### src/rtl/assert_macros.svh
// Assertion helper macros used by dae_ctrl
`ifndef ASSERT_MACROS_SVH
`define ASSERT_MACROS_SVH

// Implication check under the module reset
`define ASSERT_IMPLY(label, clk, rst_n, pre, post) \
    label: assert property (@(posedge clk) disable iff (!rst_n) (pre) |-> (post)) \
        else $error("assertion failed");

// Next-cycle implication check under the module reset
`define ASSERT_NEXT(label, clk, rst_n, pre, post) \
    label: assert property (@(posedge clk) disable iff (!rst_n) (pre) |=> (post)) \
        else $error("assertion failed");

`endif

### src/rtl/dae_pkg.sv
// ----------------------------------------------------------------------------
// dae_pkg
// Types, constants and the step table of the decimating ADPCM encoder.
// ----------------------------------------------------------------------------
package dae_pkg;

    localparam int unsigned OUTPUT_RATE = 8000;
    localparam int unsigned MAX_RATE    = 192000;
    localparam logic [6:0]  STEP_TOP    = 7'd66;
    localparam logic [6:0]  STEP_START  = 7'd40;

    localparam logic [0:0] CFG_RATE     = 1'b0;
    localparam logic [0:0] CFG_CHANNELS = 1'b1;

    // controller to datapath
    typedef struct packed {
        logic restart;   // clear stream state
        logic add;       // accumulate the accepted frame
        logic div_start; // load the divider
        logic div_step;  // one quotient bit
        logic code;      // code the average and pack
        logic flush;     // last frame: restart after capture
        logic load_out;  // capture result
    } dae_cmd_t;

    // datapath to controller
    typedef struct packed {
        logic window_done;
        logic div_done;
        logic byte_full;
    } dae_stat_t;

    function automatic logic [14:0] step_lookup(input logic [6:0] idx);
        logic [14:0] s;
        unique case (idx)
            7'd0: s = 15'd16;      7'd1: s = 15'd18;      7'd2: s = 15'd20;
            7'd3: s = 15'd22;      7'd4: s = 15'd25;      7'd5: s = 15'd28;
            7'd6: s = 15'd31;      7'd7: s = 15'd35;      7'd8: s = 15'd39;
            7'd9: s = 15'd44;      7'd10: s = 15'd49;     7'd11: s = 15'd55;
            7'd12: s = 15'd62;     7'd13: s = 15'd69;     7'd14: s = 15'd78;
            7'd15: s = 15'd87;     7'd16: s = 15'd98;     7'd17: s = 15'd110;
            7'd18: s = 15'd123;    7'd19: s = 15'd138;    7'd20: s = 15'd155;
            7'd21: s = 15'd174;    7'd22: s = 15'd195;    7'd23: s = 15'd219;
            7'd24: s = 15'd246;    7'd25: s = 15'd276;    7'd26: s = 15'd310;
            7'd27: s = 15'd348;    7'd28: s = 15'd391;    7'd29: s = 15'd439;
            7'd30: s = 15'd493;    7'd31: s = 15'd553;    7'd32: s = 15'd621;
            7'd33: s = 15'd697;    7'd34: s = 15'd782;    7'd35: s = 15'd878;
            7'd36: s = 15'd986;    7'd37: s = 15'd1107;   7'd38: s = 15'd1243;
            7'd39: s = 15'd1395;   7'd40: s = 15'd1566;   7'd41: s = 15'd1758;
            7'd42: s = 15'd1973;   7'd43: s = 15'd2215;   7'd44: s = 15'd2486;
            7'd45: s = 15'd2790;   7'd46: s = 15'd3132;   7'd47: s = 15'd3516;
            7'd48: s = 15'd3947;   7'd49: s = 15'd4431;   7'd50: s = 15'd4975;
            7'd51: s = 15'd5585;   7'd52: s = 15'd6270;   7'd53: s = 15'd7040;
            7'd54: s = 15'd7904;   7'd55: s = 15'd8874;   7'd56: s = 15'd9963;
            7'd57: s = 15'd11188;  7'd58: s = 15'd12561;  7'd59: s = 15'd14102;
            7'd60: s = 15'd15836;  7'd61: s = 15'd17783;  7'd62: s = 15'd19970;
            7'd63: s = 15'd22426;  7'd64: s = 15'd25184;  7'd65: s = 15'd28281;
            default: s = 15'd31759;
        endcase
        return s;
    endfunction

endpackage

### src/rtl/dae_ctrl.sv
// ----------------------------------------------------------------------------
// dae_ctrl
// Sequencer: accepts a frame; per window, runs the serial divide and codes; emits results.
// ----------------------------------------------------------------------------
`include "assert_macros.svh"
module dae_ctrl (
    input  logic              clk,
    input  logic              rst_n,
    input  logic              in_fire,
    input  logic              in_last,
    input  logic              cfg_write,
    input  logic              out_busy,
    input  logic              out_fire,
    input  dae_pkg::dae_stat_t stat,
    output dae_pkg::dae_cmd_t  cmd,
    output logic              in_ready
);
    import dae_pkg::*;

    localparam logic [1:0] ST_IDLE = 2'd0;
    localparam logic [1:0] ST_CHK  = 2'd1;
    localparam logic [1:0] ST_DIV  = 2'd2;
    localparam logic [1:0] ST_CODE = 2'd3;

    logic [1:0] state_reg, state_next;
    logic       last_reg, last_next;

    assign in_ready = (state_reg == ST_IDLE) && !out_busy;

    always_comb
    begin
        state_next = state_reg;
        last_next  = last_reg;
        cmd        = '0;
        cmd.restart = cfg_write;
        unique case (state_reg)
            ST_IDLE:
            begin
                if (in_fire)
                begin
                    cmd.add    = 1'b1;
                    last_next  = in_last;
                    state_next = ST_CHK;
                end
            end
            ST_CHK:
            begin
                if (stat.window_done)
                begin
                    cmd.div_start = 1'b1;
                    state_next    = ST_DIV;
                end
                else
                begin
                    if (last_reg)
                    begin
                        cmd.load_out = 1'b1;
                        cmd.flush    = 1'b1;
                    end
                    state_next = ST_IDLE;
                end
            end
            ST_DIV:
            begin
                cmd.div_step = 1'b1;
                if (stat.div_done)
                begin
                    state_next = ST_CODE;
                end
            end
            default:
            begin
                cmd.code = 1'b1;
                if (stat.byte_full || last_reg)
                begin
                    cmd.load_out = 1'b1;
                end
                cmd.flush  = last_reg;
                state_next = ST_IDLE;
            end
        endcase
    end

    always_ff @(posedge clk or negedge rst_n)
    begin
        if (!rst_n)
        begin
            state_reg <= ST_IDLE;
            last_reg  <= 1'b0;
        end
        else
        begin
            state_reg <= state_next;
            last_reg  <= last_next;
        end
    end

    `ASSERT_IMPLY(a_ready_idle, clk, rst_n, in_ready, state_reg == ST_IDLE)
    `ASSERT_NEXT(a_fire_chk, clk, rst_n, in_fire, state_reg == ST_CHK)
    `ASSERT_IMPLY(a_load_free, clk, rst_n, cmd.load_out, !out_busy || out_fire)
endmodule

### src/rtl/dae_dp.sv
// ----------------------------------------------------------------------------
// dae_dp
// Datapath: window accumulator, serial divider, coder, byte packer.
// ----------------------------------------------------------------------------
module dae_dp (
    input  logic              clk,
    input  logic              rst_n,
    input  dae_pkg::dae_cmd_t  cmd,
    input  logic [17:0]       rate_cfg,
    input  logic [1:0]        chan_cfg,
    input  logic signed [15:0] left_sample,
    input  logic signed [15:0] right_sample,
    output dae_pkg::dae_stat_t stat,
    output logic [7:0]        res_byte,
    output logic [2:0]        res_count
);
    import dae_pkg::*;

    localparam int unsigned RW = 18;
    localparam logic [RW-1:0] OUT_R = RW'(OUTPUT_RATE);
    localparam logic [RW-1:0] MAX_R = RW'(MAX_RATE);
    // 8000 = 64 * 125: drop the 64 by a shift, then multiply by ceil(2^19 / 125)
    localparam logic [12:0] RECIP_125 = 13'd4195;

    logic [RW-1:0] rate_u;
    logic [11:0]   rate_q64;
    logic [24:0]   recip_prod;
    logic [RW-1:0] base_len, rem;
    always_comb
    begin
        rate_u = rate_cfg;
        if (rate_u < OUT_R) rate_u = OUT_R;
        if (rate_u > MAX_R) rate_u = MAX_R;
        rate_q64   = rate_u[17:6];
        recip_prod = 25'(rate_q64) * 25'(RECIP_125);
        base_len   = RW'(recip_prod[23:19]);
        rem        = rate_u - base_len * OUT_R;
    end

    logic signed [15:0] pred_reg;
    logic [6:0]  idx_reg;
    logic signed [21:0] sum_reg;
    logic [5:0]  cnt_reg;
    logic [RW-1:0] frames_reg, acc_reg;
    logic [7:0]  pend_reg;
    logic [1:0]  pcnt_reg;
    logic [7:0]  obyte_reg;
    logic [2:0]  ocnt_reg;
    // divider
    logic [21:0] dq_reg;
    logic [6:0]  drem_reg;
    logic [4:0]  dstep_reg;
    logic        dneg_reg;
    logic signed [15:0] avg_reg;

    logic stereo;
    assign stereo = (chan_cfg == 2'd2);

    function automatic logic [RW-1:0] len_for(input logic [RW-1:0] a,
                                              input logic [RW-1:0] b,
                                              input logic [RW-1:0] r);
        logic [RW:0] t;
        t = {1'b0, a} + {1'b0, r};
        return b + ((t >= {1'b0, OUT_R}) ? RW'(1) : RW'(0));
    endfunction

    logic [RW-1:0] frames_inc;
    logic [RW-1:0] len_cur;
    assign frames_inc = frames_reg;
    assign len_cur    = len_for(acc_reg, base_len, rem);
    assign stat.window_done = (frames_reg >= len_cur);
    assign stat.div_done    = (dstep_reg == 5'd22);
    assign stat.byte_full   = (pcnt_reg == 2'd3);

    // coder
    logic [14:0] step;
    logic signed [17:0] diff, p;
    logic [16:0] adiff;
    logic        mag, neg;
    logic [14:0] delta;
    logic signed [7:0] nidx;
    logic [1:0]  code;
    logic [RW:0] acc_sum;
    logic [RW-1:0] acc_new;
    logic [7:0]  pend_new;
    always_comb
    begin
        step  = step_lookup((idx_reg > STEP_TOP) ? STEP_TOP : idx_reg);
        diff  = 18'(avg_reg) - 18'(pred_reg);
        neg   = diff[17];
        adiff = neg ? 17'(-diff) : 17'(diff);
        mag   = (adiff >= 17'(step >> 1));
        delta = 15'(step >> 2) + (mag ? 15'(step >> 1) : 15'd0);
        p     = neg ? 18'(pred_reg) - 18'(delta) : 18'(pred_reg) + 18'(delta);
        if (p < -18'sd32768) p = -18'sd32768;
        if (p > 18'sd32767) p = 18'sd32767;
        nidx  = $signed({1'b0, idx_reg}) + (mag ? 8'sd2 : -8'sd1);
        if (nidx < 0) nidx = 8'sd0;
        if (nidx > $signed({1'b0, STEP_TOP})) nidx = $signed({1'b0, STEP_TOP});
        code  = {neg, mag};
        acc_sum = {1'b0, acc_reg} + {1'b0, rem};
        acc_new = (acc_sum >= {1'b0, OUT_R}) ? RW'(acc_sum - {1'b0, OUT_R})
                                             : acc_sum[RW-1:0];
        pend_new = pend_reg | (8'(code) << {pcnt_reg, 1'b0});
    end

    logic [6:0] shifted;
    logic       trial;
    assign shifted = {drem_reg[5:0], dq_reg[21]};
    assign trial   = shifted >= 7'(cnt_reg);

    always_ff @(posedge clk or negedge rst_n)
    begin
        if (!rst_n)
        begin
            pred_reg   <= '0;
            idx_reg    <= STEP_START;
            sum_reg    <= '0;
            cnt_reg    <= '0;
            frames_reg <= '0;
            acc_reg    <= '0;
            pend_reg   <= '0;
            pcnt_reg   <= '0;
            dstep_reg  <= '0;
            dq_reg     <= '0;
            drem_reg   <= '0;
            dneg_reg   <= 1'b0;
            avg_reg    <= '0;
        end
        else if (cmd.restart || cmd.flush)
        begin
            pred_reg   <= '0;
            idx_reg    <= STEP_START;
            sum_reg    <= '0;
            cnt_reg    <= '0;
            frames_reg <= '0;
            acc_reg    <= '0;
            pend_reg   <= '0;
            pcnt_reg   <= '0;
        end
        else
        begin
            if (cmd.add)
            begin
                sum_reg <= sum_reg + 22'(left_sample)
                           + (stereo ? 22'(right_sample) : 22'sd0);
                cnt_reg <= cnt_reg + (stereo ? 6'd2 : 6'd1);
                frames_reg <= frames_inc + RW'(1);
            end
            if (cmd.div_start)
            begin
                dneg_reg  <= sum_reg[21];
                dq_reg    <= sum_reg[21] ? 22'(-sum_reg) : 22'(sum_reg);
                drem_reg  <= '0;
                dstep_reg <= '0;
            end
            if (cmd.div_step && !stat.div_done)
            begin
                drem_reg  <= trial ? shifted - 7'(cnt_reg) : shifted;
                dq_reg    <= {dq_reg[20:0], trial};
                dstep_reg <= dstep_reg + 5'd1;
            end
            if (cmd.div_step && stat.div_done)
            begin
                avg_reg <= dneg_reg ? 16'(-dq_reg) : 16'(dq_reg);
            end
            if (cmd.code)
            begin
                pred_reg   <= 16'(p);
                idx_reg    <= 7'(nidx);
                sum_reg    <= '0;
                cnt_reg    <= '0;
                frames_reg <= '0;
                acc_reg    <= acc_new;
                pend_reg   <= stat.byte_full ? 8'd0 : pend_new;
                pcnt_reg   <= pcnt_reg + 2'd1;
            end
        end
    end

    always_ff @(posedge clk)
    begin
        if (cmd.load_out)
        begin
            if (cmd.code)
            begin
                obyte_reg <= pend_new;
                ocnt_reg  <= 3'(pcnt_reg) + 3'd1;
            end
            else
            begin
                obyte_reg <= pend_reg;
                ocnt_reg  <= 3'(pcnt_reg);
            end
        end
    end

    assign res_byte  = obyte_reg;
    assign res_count = ocnt_reg;
endmodule

### src/rtl/decimating_adpcm2_encoder.sv
// ----------------------------------------------------------------------------
// decimating_adpcm2_encoder
// Box-average PCM down to the output rate and pack 2-bit ADPCM codes.
// ----------------------------------------------------------------------------
// Input channel in_valid/in_ready carries one PCM frame per request;
// right_sample is used only when channel_count is 2. Output channel
// out_valid/out_ready carries one packed byte per request: code_byte,
// codes_in_byte and stream_end.
// One frame is taken at a time. A frame that does not close a window only
// passes the check state; one that closes a window then runs the bit-serial
// divider for the window average, then codes and packs the sample.
// A result shows in the cycle after its frame finishes and sits in the output
// register; a new frame is not taken while that register is full and not
// being drained, so a stalled receiver holds the input side.
// Reset sets input_rate to 8000, channel_count to 1 and clears the stream.
// A configuration write restarts the stream and drops pending codes; write
// only while idle. last_frame flushes a padded partial byte with stream_end.
// ----------------------------------------------------------------------------
module decimating_adpcm2_encoder (
    input  logic              clk,
    input  logic              rst_n,
    input  logic              cfg_write,
    input  logic [0:0]        cfg_index,
    input  logic [17:0]       cfg_data,
    input  logic              in_valid,
    output logic              in_ready,
    input  logic signed [15:0] left_sample,
    input  logic signed [15:0] right_sample,
    input  logic              last_frame,
    output logic              out_valid,
    input  logic              out_ready,
    output logic [7:0]        code_byte,
    output logic [2:0]        codes_in_byte,
    output logic              stream_end
);
    import dae_pkg::*;

    logic [17:0] rate_reg;
    logic [1:0]  chan_reg;
    logic        ov_reg, end_reg;
    dae_cmd_t    cmd;
    dae_stat_t   stat;
    logic        in_fire, out_fire;

    assign in_fire  = in_valid && in_ready;
    assign out_fire = out_valid && out_ready;

    always_ff @(posedge clk or negedge rst_n)
    begin
        if (!rst_n)
        begin
            rate_reg <= 18'd8000;
            chan_reg <= 2'd1;
        end
        else if (cfg_write)
        begin
            unique case (cfg_index)
                CFG_RATE:     rate_reg <= cfg_data;
                CFG_CHANNELS: chan_reg <= cfg_data[1:0];
            endcase
        end
    end

    always_ff @(posedge clk or negedge rst_n)
    begin
        if (!rst_n)
        begin
            ov_reg  <= 1'b0;
            end_reg <= 1'b0;
        end
        else if (cmd.load_out)
        begin
            ov_reg  <= 1'b1;
            end_reg <= cmd.flush;
        end
        else if (out_fire)
        begin
            ov_reg <= 1'b0;
        end
    end

    dae_ctrl u_ctrl (
        .clk      (clk),
        .rst_n    (rst_n),
        .in_fire  (in_fire),
        .in_last  (last_frame),
        .cfg_write(cfg_write),
        .out_busy (ov_reg && !out_ready),
        .out_fire (out_fire),
        .stat     (stat),
        .cmd      (cmd),
        .in_ready (in_ready)
    );

    dae_dp u_dp (
        .clk         (clk),
        .rst_n       (rst_n),
        .cmd         (cmd),
        .rate_cfg    (rate_reg),
        .chan_cfg    (chan_reg),
        .left_sample (left_sample),
        .right_sample(right_sample),
        .stat        (stat),
        .res_byte    (code_byte),
        .res_count   (codes_in_byte)
    );

    assign out_valid  = ov_reg;
    assign stream_end = end_reg;
endmodule
### config.mk
export PLATFORM = sky130hd
export DESIGN_NAME = decimating_adpcm2_encoder
export DESIGN_NICKNAME = d
export VERILOG_FILES = /design/src/rtl/dae_pkg.sv /design/src/rtl/dae_ctrl.sv /design/src/rtl/dae_dp.sv /design/src/rtl/decimating_adpcm2_encoder.sv
export VERILOG_INCLUDE_DIRS = /design/src /design/src/rtl
export SDC_FILE = /design/constraint.sdc
export NUM_CORES = 1
export LEC_CHECK = 0
export ABC_AREA = 1
export ABC_CLOCK_PERIOD_IN_PS = 11800
export BUFFER_PORTS_ARGS = -buffer_cell sky130_fd_sc_hd__buf_2
export CAP_MARGIN = 30
export CORE_ASPECT_RATIO = 1.2
export CORE_UTILIZATION = 58
export DETAILED_ROUTE_END_ITERATION = 10
export HOLD_SLACK_MARGIN = 0.1
export MAX_ROUTING_LAYER = met4
export PLACE_DENSITY_LB_ADDON = 0.3
export SETUP_SLACK_MARGIN = 0.02
export SLEW_MARGIN = 20
export SYNTH_ARGS = -nofsm -noshare
export SYNTH_HDL_FRONTEND = slang
export SYNTH_SLANG_ARGS = --single-unit
### constraint.sdc
create_clock -name clk -period 11.8 [get_ports clk]
set_clock_uncertainty 0.15 [all_clocks]
set_input_delay 1.18 -clock clk [delete_from_list [all_inputs] [get_ports clk]]
set_output_delay 1.18 -clock clk [all_outputs]
set_load 0.01 [all_outputs]
==> run_results.csv, run 1 <==
group,metric,value,unit
sta,hold_viol,0,
placement,placed_area,21360,um2
final_layout,fill_cells,2194,
grt,busiest_layer,"met2",
synthesis,synth.distinct_cells,68,
grt,grt_pass1_vias,19080,
die,dieArea,33690,um2
sta,rsz0062_at_grt,"true",
detailed_routing,ant_nets,0,
worst_setup_path,cp_slowest_cell,"dfstp_2",
worst_setup_path,endpoint_kind,"register",
clock_network,cts_num_sinks,183,
synthesis,seq_area_frac_synth,0.2430,
grt,use_met1,0.3919,
worst_setup_path,critPathLaunchType,"register",
clock_network,root_buffer,"clkbuf_16",
die,pin_count,71,
final_layout,diodes,0,
worst_setup_path,crit_type,"register to register",
synthesis,synth_top_flop_cell,"dfrtp_1",
worst_setup_path,path_common_cell,"ha_4",
sta,tightest_slew,0.7968,ns
die,chipWidth,167.7,um
clock_network,cts-htree-levels,4,
die,start_util,0.5910,
worst_setup_path,reg2reg_depth,71,
final_layout,final_area,23990,um2
worst_setup_path,cpPeakStageDelay,0.53,ns
worst_setup_path,reg2reg_from,"rate_reg[9]",
sta,slew-limit-headroom,0.4669,
grt,gr-usage-all-layers,0.3362,
synthesis,ys_warn_count,0,
synthesis,syn_inst,2637,
outcome,status,"finished with violations",
clock_network,cts.hold.buffers_added,0,
placement,hpwlAfterDp,40070,um
grt,grt_pass1_wl,89860,um
synthesis,syn_area,19110,um2
grt,grt-ovfl-total,0,
synthesis,syn_nets,2984,
worst_setup_path,rr_endpoint,"u_dp.frames_inc[2]",
grt,use_met3,0.03529,
synthesis,synth_async_sr_flop_share,0.9399,
detailed_routing,drc_errors,0,
sta,setup_viol,161,
clock_network,clk_pin_slew,0.08,ns
placement,port-buffer-count,70,
final_layout,final_util,0.7419,
placement,place.gp.congestion,0.9895,
final_layout,multi_input_area,14070,um2
synthesis,syn_area_per_cell,7.249,um2
synthesis,ys_ff_latch,183,
final_layout,syn_to_final_growth,25.53,%
grt,grt_use_met2,0.5814,
run,maxCapViolations,0,
detailed_routing,via_per_inst,5.802,
worst_setup_path,cp_max_fo,5,
worst_setup_path,arrival,13.14,ns
grt,antenna_found_initial,0,
sta,min_period_over_period,1.096,
detailed_routing,first_pass_iters,6,
sta,setup_ws,-1.127,ns
detailed_routing,wirelength,58280,um
sta,fmax,0.07736,GHz
worst_setup_path,reg2reg_slack,-1.13,ns
synthesis,synth_edf_count,11,
final_layout,seq_area,4646,um2
outcome,violations,"negative setup slack",
sta,drv_slew,0,
final_layout,fin_nets,3252,
clock_network,cts_tree,"done",
sta,fin_crit,12.93,ns
worst_setup_path,required,12.01,ns
die,core_area,32340,um2
worst_setup_path,crit_start,"rate_reg[9]",
detailed_routing,drt_iter0_markers,1558,
detailed_routing,vias,19290,
clock_network,worstSkewPairLatency,0.46,ns
detailed_routing,wl_per_cell,17.53,um
clock_network,clock_path_buffers,2,
final_layout,drive_gt1_frac,0.2354,
die,rows,72,
hold_path,holdCritPathClass,"register to register",
die,die_y,200.9,um
worst_setup_path,cp-endpoint,"u_dp.frames_inc[2]",
grt,grt_max_degree,63,
clock_network,cts_buffers,17,
[Yosys cell counts (all sizes together), types with 20 or more instances]
library cell	instances	area, um2
o22ai	20	125.1
a21oi	181	920.9
dfrtp	163	4079
ha	235	2940
xor2	111	979.7
inv	424	1592
o21ai	196	984.7
nor3	42	210.2
a31oi	21	137.6
nand4	24	156.4
nand3	137	733.2
clkbuf	35	131.4
nand2	569	2201
nor2	226	885.8
fa	55	1101
xnor2	40	357.8
[cell usage in the layout (no fill, tap or decap), types with 14 or more instances in the layout]
master	synthesis	layout
a21oi_1	177	154
o22ai_2	0	14
nand2_1	543	466
inv_2	12	22
dfrtp_1	163	163
a31oi_1	20	19
fa_1	55	54
o21ai_0	180	102
nand3_2	7	30
ha_1	235	216
a21oi_2	4	25
nand3_1	129	102
buf_2	7	69
o21ai_1	15	53
nor2_1	215	202
nand2_4	0	29
xnor2_1	39	36
nor2_2	9	16
inv_1	412	392
o211ai_1	15	15
nand2_2	26	71
buf_6	2	27
clkbuf_16	0	20
buf_4	1	180
nand4_1	23	23
ha_4	0	19
o21ai_2	1	41
nor3_1	42	31
xor2_1	110	105
[metal layers]
| layer | vias to the layer above | wire length, um |
|---|---|---|
| met5 | - | 0 |
| met4 | 0 | 2639 |
| met3 | 245 | 3200 |
| met2 | 821 | 29420 |
| met1 | 9042 | 23020 |
| li1 | 9183 | - |
[worst max-delay path, delay by kind of cell (launching register included)]
kind | cells | cell delay (ns)
AO/OA/AOI/OAI | 13 | 1.99
XOR/XNOR | 4 | 0.84
adder cells (fa/ha/maj) | 15 | 4.87
buffers and inverters | 14 | 1.27
flip-flops | 1 | 0.53
AND/OR/NAND/NOR | 25 | 3.19
[area by class of cell]
cell class,count,area share
multi-input cells,1975,0.5864
inverters,428,0.07003
clock inverters,15,0.006988
repair buffers,298,0.1032
repair inverters,2,0.0007822
clock buffers,17,0.01773
flip-flops and latches,183,0.1936
well taps,407,0.02122
[worst min-delay path by stage]
stage,start,endpoint,slack (ns),cells past startpoint
final,chan_reg[1],chan_reg[1],0.34,2
after global routing,u_dp.dq_reg[20],u_dp.dq_reg[20],0.37,2
after global placement,u_dp.dq_reg[20],u_dp.dq_reg[20],0.31,2
after detailed placement,chan_reg[1],chan_reg[1],0.32,2
after CTS,chan_reg[1],chan_reg[1],0.34,2
after floorplan,u_dp.drem_reg[5],u_dp.drem_reg[5],0.29,2
[cells by family after synthesis]
logic type,synth area share
simple gates,0.2326
compound gates,0.1439
buf+inv,0.09675
fa+ha+maj,0.2114
flops,0.2430
xor+xnor,0.06997
mux,0.002356
[repair_timing]
action,in CTS,in global routing
endpoints found under the setup margin,161,161
gates cloned,7,5
gates resized for setup,213,147
buffers inserted,48,29
pin swaps,100,79
[metrics by stage]
step	worst slack [ns]	TNS (ns)	hold WS, ns	std cells
after floorplan	-0.2832	-26.54	0.2943	2637
after global placement	-0.4965	-58.88	0.3149	3211
after detailed placement	-1.043	-142.11	0.3249	3212
after CTS	-0.3469	-37.96	0.3450	3297
after global routing	-1.704	-246.16	0.3745	3325
final	-1.127	-155.14	0.3393	3325
Power of run 1 is left out: the tool's default activity adds up to more than one toggle a clock period on the data nets, which glitch-free logic cannot reach.
==> inputs of run 2 (changes only) <==
--- a/config.mk
+++ b/config.mk
@@ -11,11 +11,12 @@
 export BUFFER_PORTS_ARGS = -buffer_cell sky130_fd_sc_hd__buf_2
 export CAP_MARGIN = 30
 export CORE_ASPECT_RATIO = 1.2
-export CORE_UTILIZATION = 58
+export CORE_UTILIZATION = 39
 export DETAILED_ROUTE_END_ITERATION = 10
 export HOLD_SLACK_MARGIN = 0.1
 export MAX_ROUTING_LAYER = met4
 export PLACE_DENSITY_LB_ADDON = 0.3
+export REMOVE_ABC_BUFFERS = 1
 export SETUP_SLACK_MARGIN = 0.02
 export SLEW_MARGIN = 20
 export SYNTH_ARGS = -nofsm -noshare
==> run 2 against run 1 <==
Net effect: the flow still finishes with violations (negative setup slack); first-iteration DRC count is 42% lower; non-clock buffer count is 65 higher; worst setup slack better by 0.34 ns; register-to-register slack better by 0.34 ns; via count is 3.2% lower; wire length is 2.4% lower; clock-buffer cell count is 2 higher; die area is 48% higher; highest routed layer unchanged; critical endpoint is now u_dp.frames_inc[10]; sequential share of layout area is 0.50 points lower; design area is 2.7% higher; maximum frequency is 2.7% higher.
==> run_results.csv, run 2 (same netlist as run 1, synthesis figures left out) <==
group,metric,value,unit
outcome,status,"finished with violations",
outcome,violations,"negative setup slack",
grt,antenna_found_initial,0,
placement,port-buffer-count,70,
final_layout,mostFrequentLayoutCells,"476 x nand2_1, 392 x inv_1, 226 x buf_4",
placement,placed_area,21350,um2
die,dieArea,49900,um2
final_layout,drive_gt1_frac,0.2352,
detailed_routing,drc_errors,0,
placement,dpl_worst_slack,-1.461,ns
detailed_routing,wl_per_cell,15.76,um
final_layout,final_common_cell,"nand2_1",
final_layout,fill_cells,4554,
clock_network,cts_buffers,17,
detailed_routing,ant_nets,0,
worst_setup_path,required,12.03,ns
die,chipWidth,204.1,um
clock_network,cts_tree,"done",
grt,grt_pass1_vias,18460,
worst_setup_path,reg2reg_slack,-0.79,ns
worst_setup_path,cp_max_fo,7,
detailed_routing,first_pass_iters,7,
sta,fmax,0.07944,GHz
die,pin_count,71,
worst_setup_path,arrival,12.82,ns
sta,fin_crit,12.59,ns
placement,place.gp.congestion,0.9200,
worst_setup_path,cp_slowest_cell,"dfstp_2",
detailed_routing,wirelength,56890,um
final_layout,final_area,24640,um2
worst_setup_path,crit_type,"register to register",
sta,drv_slew,0,
final_layout,syn_to_final_growth,28.92,%
clock_network,cts_num_sinks,183,
grt,grt_max_degree,108,
grt,grt-ovfl-total,0,
die,die_y,244.5,um
clock_network,root_buffer,"clkbuf_16",
run,maxCapViolations,0,
clock_network,worstSkewPairLatency,0.47,ns
clock_network,clk_pin_slew,0.08,ns
die,core_area,48230,um2
sta,tightest_slew,0.7339,ns
detailed_routing,drt_iter0_markers,896,
worst_setup_path,critPathLaunchType,"register",
sta,min_period_over_period,1.067,
placement,hpwlAfterDp,41100,um
clock_network,cts.hold.buffers_added,0,
grt,grt_pass1_wl,90260,um
detailed_routing,via_per_inst,5.174,
sta,setup_viol,161,
grt,gr-usage-all-layers,0.2299,
sta,slew-limit-headroom,0.5055,
sta,hold-worst-slack,0.3375,ns
worst_setup_path,endpoint_kind,"register",
sta,hold_viol,0,
clock_network,cts-htree-levels,4,
worst_setup_path,path_common_cell,"buf_4",
clock_network,clock_path_buffers,2,
die,rows,88,
hold_path,holdCritPathClass,"register to register",
die,start_util,0.3964,
detailed_routing,vias,18680,
final_layout,final_util,0.5110,
sta,rsz0062_at_grt,"true",
final_layout,diodes,0,
worst_setup_path,cpPeakStageDelay,0.53,ns
sta,setup_ws,-0.7889,ns
final_layout,fin_nets,3315,
## run 2: cell types whose count changed in the layout (fill, tap and decap cells not counted), moves of 6 or more
cell / previous run / this run
a21oi_1: 154 / 160
buf_4: 180 / 226
buf_8: 2 / 10
clkinvlp_4: 1 / 7
nand2_1: 466 / 476
nand2_4: 29 / 17
nand3_1: 102 / 109
nand3_2: 30 / 22
nor2_1: 202 / 196
o21ai_0: 102 / 120
o21ai_2: 41 / 21
o22ai_1: 6 / 16
o22ai_2: 14 / 4
## run 2: worst max-delay path: cells and delay by family (launching register included)
kind                     cells  cell delay [ns]
buffers and inverters       51             6.03
flip-flops                   1             0.53
AND/OR/NAND/NOR             12             1.61
XOR/XNOR                     2             0.38
adder cells (fa/ha/maj)      7             2.47
AO/OA/AOI/OAI                8             1.37
## run 2: metal layers
| metal | track usage | vias to the layer above | wire [um] |
|---|---|---|---|
| li1 | - | 9306 | - |
| met1 | 0.2645 | 8830 | 23850 |
| met2 | 0.4043 | 404 | 29040 |
| met3 | 0.02079 | 143 | 1688 |
| met4 | 0.09965 | 0 | 2309 |
| met5 | - | - | 0 |
## run 2: repair_timing
action | CTS | global route
setup endpoints to repair | 161 | 161
pin swaps | 90 | 60
gates resized for setup | 239 | 167
buffers inserted | 94 | 27
cloned | 8 | 10
## run 2: area by class of cell
cell class | count | area (um2) | area share
clock inverters | 13 | 145.1 | 0.005890
multi-input cells | 1974 | 13790 | 0.5595
well taps | 630 | 788.3 | 0.03199
inverters | 428 | 1644 | 0.06672
repair inverters | 1 | 7.507 | 0.0003046
clock buffers | 19 | 432.9 | 0.01757
flip-flops and latches | 183 | 4647 | 0.1886
repair buffers | 363 | 3191 | 0.1295
## run 2: per-stage QoR
stage	TNS, ns	cells
floorplan	-330.82	2584
global placement	-124.44	3450
detailed placement	-199.59	3452
CTS	-40.45	3578
global route	-198.12	3611
finish	-102.33	3611
## run 2: worst paths after layout
kind | from | end | depth (start not counted)
hold / removal | u_dp.dq_reg[20] | u_dp.dq_reg[20] | 2
min in group asynchronous | rst_n | u_dp.sum_reg[7] | 1
setup / recovery | rate_reg[9] | u_dp.frames_inc[10] | 80
max in group asynchronous | rst_n | u_dp.idx_reg[5] | 3
setup reg to reg | rate_reg[9] | u_dp.frames_inc[10] | 80
hold reg to reg | u_dp.dq_reg[20] | u_dp.dq_reg[20] | 2
Power of run 2 is left out for the same reason.
==> inputs of run 3 (changes only) <==
--- a/config.mk
+++ b/config.mk
@@ -21,4 +21,5 @@
 export SLEW_MARGIN = 20
 export SYNTH_ARGS = -nofsm -noshare
 export SYNTH_HDL_FRONTEND = slang
+export SYNTH_HIERARCHICAL = 1
 export SYNTH_SLANG_ARGS = --single-unit
==> run 3 against run 2 <==
Net effect: sequential share of layout area fell by 0.68 points; the run still ends with negative setup slack left; worst setup slack got worse by 0.38 ns; sequential cell count did not move; non-clock buffer count fell by 3; via count rose by 2.9%; first-iteration DRC count rose by 6.3%; final cell count rose by 1.0%; register-to-register slack got worse by 0.38 ns; critical path type unchanged; clock-buffer cell count fell by 1.
==> run_results.csv, run 3 <==
group,metric,value,unit
outcome,status,"finished with violations",
outcome,violations,"negative setup slack",
worst_setup_path,endpoint_kind,"register",
die,dieArea,50180,um2
worst_setup_path,reg2reg_depth,73,
grt,grt_max_degree,70,
synthesis,ys_warn_count,6,
worst_setup_path,cp_slowest_cell,"fa_1",
final_layout,final_area,25550,um2
detailed_routing,vias,19220,
sta,setup_ws,-1.164,ns
hold_path,min-delay-start,"chan_reg[0]",
placement,place.gp.congestion,0.9421,
hold_path,whs_path_depth,2,
clock_network,cts_num_sinks,183,
sta,drv_slew,0,
final_layout,fin_nets,3350,
sta,min_period_over_period,1.099,
grt,grt_pass1_vias,18950,
final_layout,seq_area,4646,um2
final_layout,multi_input_area,14400,um2
clock_network,clock_path_buffers,2,
grt,antenna_found_initial,0,
worst_setup_path,path_common_cell,"nand2_2",
die,pin_count,71,
clock_network,worstSkewPairLatency,0.46,ns
synthesis,syn_area,19220,um2
hold_path,holdCritPathClass,"register to register",
placement,hpwlAfterDp,43330,um
final_layout,final_util,0.5287,
sta,fin_crit,12.96,ns
detailed_routing,drt_iter0_markers,952,
final_layout,drive_gt1_frac,0.2649,
worst_setup_path,critPathLaunchType,"register",
run,maxCapViolations,0,
sta,setup_viol,160,
clock_network,cts_buffers,17,
detailed_routing,drc_errors,0,
detailed_routing,wirelength,61160,um
die,core_area,48340,um2
die,chipWidth,204.7,um
sta,slew-limit-headroom,0.4352,
final_layout,mostFrequentLayoutCells,"504 x nand2_1, 415 x inv_1, 206 x buf_4",
detailed_routing,ant_nets,0,
grt,grt-ovfl-total,0,
clock_network,cts_tree,"done",
worst_setup_path,arrival,13.16,ns
worst_setup_path,required,11.99,ns
detailed_routing,first_pass_iters,6,
placement,port-buffer-count,70,
sta,rsz0062_at_grt,"true",
detailed_routing,via_per_inst,5.269,
worst_setup_path,rr_endpoint,"u_dp/dstep_reg[4]",
die,die_y,245.2,um
detailed_routing,wl_per_cell,16.77,um
clock_network,cts-htree-levels,4,
final_layout,final_common_cell,"nand2_1",
worst_setup_path,crit_type,"register to register",
die,rows,88,
clock_network,root_buffer,"clkbuf_16",
sta,tightest_slew,0.8441,ns
worst_setup_path,cpPeakStageDelay,0.55,ns
worst_setup_path,reg2reg_from,"rate_reg[6]",
grt,grt_pass1_wl,94410,um
final_layout,syn_to_final_growth,32.96,%
die,start_util,0.3976,
synthesis,syn_inst,2670,
worst_setup_path,cp_max_fo,6,
final_layout,fill_cells,4380,
placement,placed_area,21550,um2
sta,hold_viol,0,
clock_network,clk_pin_slew,0.07,ns
hold_path,holdPathEnd,"chan_reg[0]",
sta,fmax,0.07714,GHz
synthesis,syn_area_per_cell,7.198,um2
grt,gr-usage-all-layers,0.2398,
worst_setup_path,reg2reg_slack,-1.16,ns
==> run 3: routing by layer <==
layer | vias up | global-route usage | wire length (um) | part of all wire
li1 | 9412 | - | - | -
met1 | 9164 | 0.2810 | 25120 | 0.41
met2 | 466 | 0.4232 | 31230 | 0.51
met3 | 174 | 0.01646 | 1931 | 0.032
met4 | 0 | 0.09570 | 2871 | 0.047
met5 | - | - | 0 | 0
==> run 3: final cells by class <==
type                            instances  area share
Tap cell                              630     0.03085
Timing Repair Buffer                  360      0.1290
Clock buffer                           18     0.01679
Sequential cell                       183      0.1818
Clock inverter                         14    0.007197
Inverter                              460     0.06997
Timing Repair inverter                  1   0.0006365
Antenna cell                            1  0.00009792
Multi-Input combinational cell       1980      0.5637
==> run 3: worst max-delay path, delay by kind of cell, from the launching register on <==
family,cells,cell delay (ns)
and+or+nand+nor,22,2.46
AOI/OAI and AO/OA,16,2.58
buffers and inverters,19,1.74
xor gates and xnor gates,3,0.47
adders and majority gates,13,5.03
DFF,1,0.38
==> run 3: worst max path at each step <==
stage                     slack, ns  cells past startpoint                  end         start
after floorplan               -4.73                     73   u_dp/frames_inc[9]   rate_reg[7]
after global placement        -1.70                     74      u_dp/dq_reg[21]   rate_reg[7]
after detailed placement      -1.95                     71  u_dp/frames_inc[10]   rate_reg[7]
after CTS                     -0.81                     72  u_dp/frames_inc[10]   rate_reg[6]
after global routing          -1.70                     75  u_dp/frames_inc[10]  rate_reg[16]
final                         -1.16                     73    u_dp/dstep_reg[4]   rate_reg[6]
==> run 3: per-stage QoR <==
stage / hold WS (ns) / worst slack (ns) / instances / setup TNS (ns)
after global routing: 0.3454 / -1.704 / 3646 / -238.20
after CTS: 0.3242 / -0.8128 / 3614 / -94.90
after global placement: 0.3031 / -1.697 / 3502 / -232.91
final: 0.3301 / -1.164 / 3647 / -152.86
after detailed placement: 0.3138 / -1.949 / 3503 / -270.10
after floorplan: 0.2919 / -4.734 / 2623 / -495.40
==> run 3: repair_timing <==
item                                   in CTS  in global routing
setup endpoints to repair                 161                161
resized for setup                         241                369
hold buffers                                0                  0
endpoints found under the hold margin       0                  0
pin swaps                                 104                142
buffers inserted                           71                 43
gates cloned                                8                 10
Power of run 3 is left out for the same reason.
